### config.mk
export PLATFORM = sky130hd
export DESIGN_NAME = superfast_byte_stream_hash
export DESIGN_NICKNAME = d
export VERILOG_FILES = /design/src/sfh_pkg.sv /design/src/superfast_byte_stream_hash.sv /design/src/sfh_front.sv /design/src/sfh_queue.sv /design/src/sfh_back.sv
export SDC_FILE = /design/constraint.sdc
export NUM_CORES = 1
export LEC_CHECK = 0
export BUFFER_PORTS_ARGS = -buffer_cell sky130_fd_sc_hd__buf_2
export CAP_MARGIN = 0
export CELL_PAD_IN_SITES_DETAIL_PLACEMENT = 1
export CELL_PAD_IN_SITES_GLOBAL_PLACEMENT = 2
export CORE_MARGIN = 1.5
export CORE_UTILIZATION = 40
export CTS_BUF_LIST = sky130_fd_sc_hd__clkbuf_16
export DETAILED_ROUTE_END_ITERATION = 10
export PLACE_DENSITY_LB_ADDON = 0.1
export REMOVE_ABC_BUFFERS = 1
export SYNTH_ARGS = -nofsm -noshare
export SYNTH_HDL_FRONTEND = slang
export SYNTH_SLANG_ARGS = --single-unit
### constraint.sdc
create_clock -name clk -period 13.8 [get_ports clk]
set_input_delay 2.76 -clock clk [delete_from_list [all_inputs] [get_ports clk]]
set_output_delay 2.76 -clock clk [all_outputs]
set_load 0.02 [all_outputs]
### src/sfh_pkg.sv
// ----------------------------------------------------------------------------
// sfh_pkg
// Shared types, constants and mixing functions of the byte stream hash.
// ----------------------------------------------------------------------------
package sfh_pkg;

	localparam int unsigned QueueDepth = 4;

	// command handed from the front to the back through the queue
	typedef struct packed {
		logic        start;      // first item of a message, load seed
		logic [31:0] seed;
		logic        has_group;  // a full 32-bit group is ready to mix
		logic [31:0] group;
		logic        last;       // message ends, finish and emit
		logic [23:0] tail;       // leftover bytes, first byte low
		logic [1:0]  tail_count;
		logic        nonzero;    // message carried at least one byte
	} sfh_cmd_t;

	// finish stage input
	typedef struct packed {
		logic [31:0] hash;
		logic [23:0] tail;
		logic [1:0]  tail_count;
		logic        nonzero;
	} sfh_fin_t;

	function automatic logic [31:0] sext8(input logic [7:0] b);
		return {{24{b[7]}}, b};
	endfunction

	// one full group into the running hash
	function automatic logic [31:0] mix_group(input logic [31:0] h_in, input logic [31:0] group);
		logic [31:0] h;
		logic [31:0] t;
		h = h_in + {16'h0, group[15:0]};
		t = ({16'h0, group[31:16]} << 11) ^ h;
		h = (h << 16) ^ t;
		h = h + (h >> 11);
		return h;
	endfunction

	// tail rule and avalanche
	function automatic logic [31:0] finish(input logic [31:0] h_in, input logic [23:0] tail,
			input logic [1:0] count);
		logic [31:0] h;
		h = h_in;
		unique case (count)
			2'd3: begin
				h = h + {16'h0, tail[15:0]};
				h = h ^ (h << 16);
				h = h ^ (sext8(tail[23:16]) << 18);
				h = h + (h >> 11);
			end
			2'd2: begin
				h = h + {16'h0, tail[15:0]};
				h = h ^ (h << 11);
				h = h + (h >> 17);
			end
			2'd1: begin
				h = h + sext8(tail[7:0]);
				h = h ^ (h << 10);
				h = h + (h >> 1);
			end
			default: begin
				h = h_in;
			end
		endcase
		h = h ^ (h << 3);
		h = h + (h >> 5);
		h = h ^ (h << 4);
		h = h + (h >> 17);
		h = h ^ (h << 25);
		h = h + (h >> 6);
		return h;
	endfunction

endpackage

### src/superfast_byte_stream_hash.sv
// ----------------------------------------------------------------------------
// superfast_byte_stream_hash
// 32-bit SuperFastHash over a byte stream, one byte per transfer.
// ----------------------------------------------------------------------------
//  channel  direction  handshake            payload
//  input    in         in_valid / in_ready  data_byte, seed, last, no_byte
//  output   out        out_valid/out_ready  hash_value
//
//  One byte is taken every cycle while the queue has room; the group mixer
//  takes one queued command per cycle unless a last one waits for the
//  finish stage, so sustained rate is one item per cycle. A last item is
//  queued, mixed into the finish stage, then finished in the output register.
//  Reset clears the message state, the queue and both valid flags.
//  An output stall fills the finish stage, then the queue; in_ready drops
//  only when the queue is full.
// ----------------------------------------------------------------------------
module superfast_byte_stream_hash #(
	parameter int unsigned QUEUE_DEPTH = sfh_pkg::QueueDepth
) (
	input  logic        clk,
	input  logic        arst_n,
	input  logic        in_valid,
	output logic        in_ready,
	input  logic [7:0]  data_byte,
	input  logic [31:0] seed,
	input  logic        last,
	input  logic        no_byte,
	output logic        out_valid,
	input  logic        out_ready,
	output logic [31:0] hash_value
);
	import sfh_pkg::*;

	logic     q_push;
	logic     q_ready;
	sfh_cmd_t q_push_cmd;
	logic     q_valid;
	sfh_cmd_t q_pop_cmd;
	logic     q_pop;

	// byte packing and command issue
	sfh_front u_front (
		.clk       (clk),
		.arst_n    (arst_n),
		.in_valid  (in_valid),
		.in_ready  (in_ready),
		.data_byte (data_byte),
		.seed      (seed),
		.last      (last),
		.no_byte   (no_byte),
		.q_ready   (q_ready),
		.q_push    (q_push),
		.q_cmd     (q_push_cmd)
	);

	// command queue
	sfh_queue #(
		.DEPTH (QUEUE_DEPTH)
	) u_queue (
		.clk        (clk),
		.arst_n     (arst_n),
		.push       (q_push),
		.push_cmd   (q_push_cmd),
		.push_ready (q_ready),
		.pop_valid  (q_valid),
		.pop_cmd    (q_pop_cmd),
		.pop        (q_pop)
	);

	// mixing, finish and output
	sfh_back u_back (
		.clk        (clk),
		.arst_n     (arst_n),
		.q_valid    (q_valid),
		.q_cmd      (q_pop_cmd),
		.q_pop      (q_pop),
		.out_valid  (out_valid),
		.out_ready  (out_ready),
		.hash_value (hash_value)
	);

endmodule

### src/sfh_front.sv
// ----------------------------------------------------------------------------
// sfh_front
// Takes bytes, packs them into little-endian groups and issues commands.
// ----------------------------------------------------------------------------
module sfh_front (
	input  logic              clk,
	input  logic              arst_n,
	input  logic              in_valid,
	output logic              in_ready,
	input  logic [7:0]        data_byte,
	input  logic [31:0]       seed,
	input  logic              last,
	input  logic              no_byte,
	input  logic              q_ready,
	output logic              q_push,
	output sfh_pkg::sfh_cmd_t q_cmd
);
	import sfh_pkg::*;

	logic        in_msg_q;
	logic [23:0] pend_q;
	logic [1:0]  cnt_q;
	logic        nz_q;

	logic        xfer;
	logic        start;
	logic [23:0] pend_cur;
	logic [1:0]  cnt_cur;
	logic [23:0] pend_n;
	logic [1:0]  cnt_n;
	logic        nz_n;
	logic        grp_done;

	assign in_ready = q_ready;
	assign xfer     = in_valid && in_ready;
	assign start    = !in_msg_q;

	// byte packing for the current item
	always_comb begin
		pend_cur = start ? 24'h0 : pend_q;
		cnt_cur  = start ? 2'd0 : cnt_q;
		pend_n   = pend_cur;
		cnt_n    = cnt_cur;
		nz_n     = start ? 1'b0 : nz_q;
		grp_done = 1'b0;
		if (!no_byte) begin
			nz_n = 1'b1;
			unique case (cnt_cur)
				2'd0: begin
					pend_n[7:0] = data_byte;
					cnt_n       = 2'd1;
				end
				2'd1: begin
					pend_n[15:8] = data_byte;
					cnt_n        = 2'd2;
				end
				2'd2: begin
					pend_n[23:16] = data_byte;
					cnt_n         = 2'd3;
				end
				2'd3: begin
					grp_done = 1'b1;
					pend_n   = 24'h0;
					cnt_n    = 2'd0;
				end
			endcase
		end
	end

	// command toward the back
	always_comb begin
		q_cmd.start      = start;
		q_cmd.seed       = seed;
		q_cmd.has_group  = grp_done;
		q_cmd.group      = {data_byte, pend_cur};
		q_cmd.last       = last;
		q_cmd.tail       = pend_n;
		q_cmd.tail_count = cnt_n;
		q_cmd.nonzero    = nz_n;
	end

	assign q_push = xfer && (start || grp_done || last);

	// message state
	always_ff @(posedge clk or negedge arst_n) begin
		if (!arst_n) begin
			in_msg_q <= 1'b0;
			pend_q   <= 24'h0;
			cnt_q    <= 2'd0;
			nz_q     <= 1'b0;
		end else if (xfer) begin
			in_msg_q <= !last;
			pend_q   <= last ? 24'h0 : pend_n;
			cnt_q    <= last ? 2'd0 : cnt_n;
			nz_q     <= last ? 1'b0 : nz_n;
		end
	end

endmodule

### src/sfh_queue.sv
// ----------------------------------------------------------------------------
// sfh_queue
// Small command queue between the front and the back.
// ----------------------------------------------------------------------------
module sfh_queue #(
	parameter int unsigned DEPTH = sfh_pkg::QueueDepth
) (
	input  logic              clk,
	input  logic              arst_n,
	input  logic              push,
	input  sfh_pkg::sfh_cmd_t push_cmd,
	output logic              push_ready,
	output logic              pop_valid,
	output sfh_pkg::sfh_cmd_t pop_cmd,
	input  logic              pop
);
	import sfh_pkg::*;

	localparam int unsigned PW = (DEPTH > 1) ? $clog2(DEPTH) : 1;
	localparam int unsigned CW = $clog2(DEPTH + 1);
	localparam logic [PW-1:0] LastPtr = PW'(DEPTH - 1);
	localparam logic [CW-1:0] FullCnt = CW'(DEPTH);
	localparam logic [PW-1:0] PtrOne  = PW'(1);
	localparam logic [CW-1:0] CntOne  = CW'(1);

	sfh_cmd_t        mem_q [DEPTH];
	logic [PW-1:0]   wr_ptr_q;
	logic [PW-1:0]   rd_ptr_q;
	logic [CW-1:0]   cnt_q;

	assign push_ready = (cnt_q != FullCnt);
	assign pop_valid  = (cnt_q != '0);
	assign pop_cmd    = mem_q[rd_ptr_q];

	// storage
	always_ff @(posedge clk) begin
		if (push) begin
			mem_q[wr_ptr_q] <= push_cmd;
		end
	end

	// pointers and fill level
	always_ff @(posedge clk or negedge arst_n) begin
		if (!arst_n) begin
			wr_ptr_q <= '0;
			rd_ptr_q <= '0;
			cnt_q    <= '0;
		end else begin
			if (push) begin
				wr_ptr_q <= (wr_ptr_q == LastPtr) ? '0 : wr_ptr_q + PtrOne;
			end
			if (pop) begin
				rd_ptr_q <= (rd_ptr_q == LastPtr) ? '0 : rd_ptr_q + PtrOne;
			end
			if (push && !pop) begin
				cnt_q <= cnt_q + CntOne;
			end else if (pop && !push) begin
				cnt_q <= cnt_q - CntOne;
			end
		end
	end

endmodule

### src/sfh_back.sv
// ----------------------------------------------------------------------------
// sfh_back
// Mixes groups into the running hash, then finishes and holds the result.
// ----------------------------------------------------------------------------
module sfh_back (
	input  logic              clk,
	input  logic              arst_n,
	input  logic              q_valid,
	input  sfh_pkg::sfh_cmd_t q_cmd,
	output logic              q_pop,
	output logic              out_valid,
	input  logic              out_ready,
	output logic [31:0]       hash_value
);
	import sfh_pkg::*;

	logic [31:0] rhash_q;
	logic        fin_valid_s1;
	sfh_fin_t    fin_s1;
	logic        out_valid_q;
	logic [31:0] hash_q;

	logic [31:0] h_base;
	logic [31:0] h_mixed;
	logic        out_free;
	logic        s1_free;

	assign out_free = !out_valid_q || out_ready;
	assign s1_free  = !fin_valid_s1 || out_free;
	assign q_pop    = q_valid && (!q_cmd.last || s1_free);

	// group mixing
	always_comb begin
		h_base  = q_cmd.start ? q_cmd.seed : rhash_q;
		h_mixed = q_cmd.has_group ? mix_group(h_base, q_cmd.group) : h_base;
	end

	// running hash and finish stage
	always_ff @(posedge clk or negedge arst_n) begin
		if (!arst_n) begin
			rhash_q      <= 32'h0;
			fin_valid_s1 <= 1'b0;
		end else begin
			if (q_pop) begin
				rhash_q <= q_cmd.last ? 32'h0 : h_mixed;
			end
			if (s1_free) begin
				fin_valid_s1 <= q_pop && q_cmd.last;
			end
		end
	end

	always_ff @(posedge clk) begin
		if (q_pop && q_cmd.last) begin
			fin_s1.hash       <= h_mixed;
			fin_s1.tail       <= q_cmd.tail;
			fin_s1.tail_count <= q_cmd.tail_count;
			fin_s1.nonzero    <= q_cmd.nonzero;
		end
	end

	// output register
	always_ff @(posedge clk or negedge arst_n) begin
		if (!arst_n) begin
			out_valid_q <= 1'b0;
		end else if (out_free) begin
			out_valid_q <= fin_valid_s1;
		end
	end

	always_ff @(posedge clk) begin
		if (out_free && fin_valid_s1) begin
			hash_q <= fin_s1.nonzero ?
				finish(fin_s1.hash, fin_s1.tail, fin_s1.tail_count) : 32'h0;
		end
	end

	assign out_valid  = out_valid_q;
	assign hash_value = hash_q;

endmodule

* Word-level counts from Yosys, hierarchy flattened *
Memories as Yosys holds them, arrays and structs flattened.
Index checks and enable logic that the tools add are counted.

cells by class
  muxes and demuxes = 26
  bitwise operators = 9
  add/subtract/negate cells = 14
  shift-type cells = 0
  div/mod/pow operators = 0
  $mul = 0
  reduce and logical (&&, ||, !) cells = 22
  order comparisons = 0
  eq/ne operators = 9

operators with widths
  cell                   number
  $xor A32 B32 Y32       8
  $mux W32               4
  $pmux W32 S3           1
  $mux W24               3
  $add A32 B15 Y32       2
  $add A32 B16 Y32       2
  $add A32 B21 Y32       2
  $pmux W8 S2            3
  $add A32 B26 Y32       1
  $add A32 B27 Y32       1
  $add A32 B31 Y32       1
  $add A32 B32 Y32       1
  $xor A27 B32 Y32       1
  $eq A2 B2 Y1 const B   6
  $mux W2                5
  $pmux W2 S4            1
  $logic_and A1 B1 Y1    7
  $logic_not A1 Y1       7
  $mux W1                7
  $mux W3                2
  $logic_or A1 B1 Y1     5
  $add A2 B1 Y2 const B  2
  $eq A2 B1 Y1 const B   2
  $add A3 B1 Y3 const B  1
  other kinds (5)        5

storage, ports and cells
  word-level logic and storage cells = 96
  input port bits = 46
  register bits = 160
  bits in latches = 0
  memories = 1
  ROM bits = 0
  RAM bits = 376

memories
  name           words  width  rd ports  clocked after memory_dff  wr ports  line             source
  u_queue.mem_q  4      94     1         0                         1         sfh_queue.sv:26  sfh_cmd_t mem_q [DEPTH];

* Logic depth before layout (Yosys ltp) *
  depth after elaboration = 12
  mapped depth = 72

* By module *
Synthesis repeated with hierarchy kept, for this count alone.

unflattened totals
  cells, all modules = 3147
  area, all modules = 36167.2 sq um

by module, submodules not included
  module     sequential area each (sq um)  cells each  area each (sq um)  times used
  sfh_back   3583.4                        2380        20051.7            1
  sfh_queue  11466.0                       530         14017.2            1
  sfh_front  700.7                         237         2098.3             1

* Least setup slack after synthesis *
Ideal clock, no wire load.

  path kind = register to register
  from = reg u_back.fin_s1[10] (netlist name)
  to = reg u_back.hash_q[30], in the netlist u_back.hash_value[30] (data pin)
  cell stages (with the launch flop) = 69
  data required time = 13542 ps
  path buffers = 1
  data arrival time = 12825 ps
  setup slack = 717 ps
  clock period less this slack = 13083 ps
  cells stage by stage = edfxtp_1 ha_1 a21oi_1 a2bb2oi_1 o22a_2 nand2_1 and3_1 or3_1 clkbuf_1 inv_1 fa_1 nor2b_1 o21ai_0 nand2b_1 a21o_1 a21oi_1 o21a_1 nor3_1 (+33 left out) o21ai_0 a21boi_0 o21ai_0 a21boi_0 o21ai_0 a21o_1 a21oi_1 o31ai_1 a21oi_1 o21ai_0 a2111oi_0 and3_1 a41o_1 o21ai_0 nor3_1 o31a_1 nand4_1 mux2i_1

on the way
  cells in the longest elaborated chain, start to end = 12

RTL lines
  item                  line                          source
  from (decl)           sfh_back.sv:19                sfh_fin_t fin_s1;
  $add A32 B16 Y32      sfh_pkg.sv:51, sfh_pkg.sv:57
  $xor A32 B32 Y32      sfh_pkg.sv:52                 h = h ^ (h << 16);
  $xor A32 B32 Y32      sfh_pkg.sv:53                 h = h ^ (sext8(tail[23:16]) << 18);
  $add A32 B21 Y32      sfh_pkg.sv:54                 h = h + (h >> 11);
  $pmux W32 S3 (*)      sfh_pkg.sv:49                 unique case (count)
  $mux W32 (*)          sfh_back.sv:72                if (out_free && fin_valid_s1) begin
  $xor A32 B32 Y32 (*)  sfh_pkg.sv:70                 h = h ^ (h << 3);
  $add A32 B27 Y32 (*)  sfh_pkg.sv:71                 h = h + (h >> 5);
  $xor A32 B32 Y32 (*)  sfh_pkg.sv:72                 h = h ^ (h << 4);
  $add A32 B15 Y32 (*)  sfh_pkg.sv:73                 h = h + (h >> 17);
  $xor A32 B32 Y32 (*)  sfh_pkg.sv:74                 h = h ^ (h << 25);
  $add A32 B26 Y32 (*)  sfh_pkg.sv:75                 h = h + (h >> 6);
  to (signal assigned)  sfh_back.sv:73                hash_q <= fin_s1.nonzero ?
  to (decl)             sfh_back.sv:21                logic [31:0] hash_q;

Mark *: on every way between the ends. The rest lies on a longest branch, timed or not. The select of a mux whose other input is x is not followed.
A chain may end at the register's enable or synchronous reset.

* Worst setup path in the final report *
  from = reg u_back.fin_s1[29] (netlist name)
  to = reg u_back.hash_q[28], in the netlist u_back.hash_value[28] (data pin)

Same word-level chain as after synthesis.

==> out/results.ini <==
[critical_path]
crit_start=u_back.fin_s1[29]
r2r_slack_ns=0.67
end_kind=flip-flop
worst_r2r_path_depth=71
r2r-start=u_back.fin_s1[29]
cp_common_cell=a21oi_2
startpoint_type=flip-flop
critPathSlowestCell=mux4_2
timing.rr.end=u_back.hash_value[28]
cp.arrival_ns=13.64
slowest_delay_ns=0.55
critPathRequiredTime_ns=14.31
crit_type=reg -> reg
cp_max_fo=4

[global_routing]
overflow=0
grt_pass1_vias=27900
antenna_found_initial=4
grt_max_degree=64
grt_pass1_wl_mm=178
grt_use_total=0.260

[synthesis]
yosys.cell_types.count=104
mappedNetlistArea_um2=35400
synthXorXnorAreaFrac=0.102
synth-simple-area-share=0.105
synth-compound-area-share=0.143
synth.avg_cell_area_um2=11.5
synth.mux.area_fraction=0.0918
synth_edf_count=467
synth-seq-cells=536
yosys.area_share.adder=0.0837
synth-seq-area-share=0.444
synthArstFlopShare=0.129
yosys_warnings=0
synth_cells=3094
synth_top_family_by_area=compound AO/OA/AOI/OAI gates
synth_ff_type=edfxtp_1

[place]
gp_congestion=0.947
portBuffers=79
hpwl_mm=92.9
post-place-ws_ns=-0.434
dp.cells=4454

[sta]
setup_ws_ns=0.665
finalMaxSlewViolations=0
clock_skew_ns=0.0302
max_slew_margin=0.261
min_period_ns=13.13
worstMarginPinSlew_ns=1.11
max_freq_ghz=0.0761
holdWs_ns=0.491
setup_viol=0
fin_crit_sh=0.952
finalHoldViolCount=0

[cts]
cts_root_buf=clkbuf_16
cts_tree=done
insertion_delay_ns=0.64
cts.sinks=536
clockBufferDepth=3
path_clk_slew_ns=0.06
htreeDepth=2
cts_inserted_buffers=59
ctsHoldBuffers=0

[drt]
drtPass1Iterations=5
via_per_inst=5.74
wl_per_cell_um=25.7
drc_errors=0
num_vias=26300
drt-total-wl_mm=118
drt-initial-drc-count=1514
antenna_left=0

[cells_and_area]
area_growth_syn_to_layout_pct=16.7
nNetsFinal=3660
final_cell_mix=edfxtp_1, buf_4, xnor2_1, ha_1, nand2_1
layout-drive-gt1-share=0.210
fin_util=0.474
n_antenna_cell=0
nFillCells=9370
instances_no_fill=4589
final_common_cell=edfxtp_1

[floorplan]
num_rows=108
chipWidth_um=301
dieArea_um2=90400
coreArea_um2=87300
start_util=0.406
die_h_um=301
io_pins=80

[hold_path]
hold_depth=2
hold_path.class=reg -> reg
worstHoldStart=u_front.pend_q[2]
hold_path_end=u_front.pend_q[2]

[outcome]
outcome=complete, no violations

[job]
drv_cap=0

-- final cells by class --
class,instances,area (µm²),area share
multi-input combinational,2283,19200,0.464
timing repair buffer,339,2350,0.0569
inverter,164,616,0.0149
sequential,536,15800,0.381
clock buffer,60,1500,0.0363
clock inverter,52,475,0.0115
tap,1155,1450,0.0350
-- synth_stat cells (all sizes together), types with 25 or more instances --
cell    number  area share
buf         27      0.0032
mux4       117       0.074
inv        164       0.017
o21bai      45      0.0095
nor2       148       0.016
clkbuf      84      0.0089
xor2       130       0.032
nand3       87       0.012
o21ai      168       0.024
or3         27      0.0049
nand4       27      0.0052
and2        51      0.0090
edfxtp     467        0.40
mux2i       38       0.011
o211ai      25      0.0053
nand2      192       0.020
a22o        47       0.012
a21oi      175       0.025
and3        29      0.0051
dfrtp       69       0.049
nor3        40      0.0058
ha         221       0.078
xnor2      249       0.062
a21o        91       0.019
-- registers in the layout (all words and copies together), names as in the netlist --
name                 count
u_front.pend_q          24
u_queue.mem_q          376
u_queue.wr_ptr_q         2
u_back.out_valid         1
u_back.fin_valid_s1      1
u_front.in_msg_q         1
u_queue.cnt_q            3
u_queue.rd_ptr_q         2
u_front.cnt_q            2
u_back.hash_value       32
u_back.fin_s1           59
u_front.nz_q             1
u_back.rhash_q          32
-- per-stage QoR --
| step | area (µm²) | TNS [ns] |
|---|---|---|
| final | 41300 | 0 |
| after global routing | 41300 | -0.450 |
| after CTS | 40800 | 0 |
| after detailed placement | 38700 | -1.33 |
| after global placement | 38700 | 0 |
| after floorplan | 35000 | 0 |
-- cell families (layout without fill, tap and decap cells) --
kind of cell | count (synthesis) | in the layout
DFF | 536 | 536
buffers and inverters | 275 | 615
muxes | 176 | 176
adders and majority gates | 231 | 231
xor gates and xnor gates | 392 | 392
and+or+nand+nor | 734 | 734
AOI/OAI and AO/OA | 750 | 750
-- worst max path at each step --
stage / to / slack, ns / cells after the start
2_1_floorplan: u_back.hash_value[30] / 0.61 / 67
3_3_place_gp: u_back.hash_value[30] / 0.05 / 63
3_5_place_dp: u_back.hash_value[30] / -0.43 / 66
4_1_cts: u_back.hash_value[30] / 0.01 / 69
5_1_grt: u_back.hash_value[28] / -0.13 / 72
6_report: u_back.hash_value[28] / 0.67 / 71
-- worst max-delay path: cells and delay by family, from the launching register on --
kind            cells  cell delay (ns)
flops               1             0.44
buf+inv             6             0.79
fa+ha+maj           8             2.53
simple gates       19             2.59
compound gates     31             4.83
xor+xnor            6             1.27
mux                 1             0.55
-- metal layers --
metal / up-vias / global-route usage / share of wire
met5: - / 0 / 0.000068
met4: 2 / 0.0771 / 0.032
met3: 155 / 0.0233 / 0.030
met2: 443 / 0.455 / 0.50
met1: 13500 / 0.343 / 0.44
li1: 12300 / - / -
-- what timing repair did --
item,in CTS,in global routing
buffers inserted,4,19
setup endpoints to repair,5,15
hold endpoints to repair,0,0
pin swaps,3,35
gates resized for setup,21,101
Power is left out: the tool's default activity adds up to more than one toggle a clock period on the data nets, which glitch-free logic cannot reach.
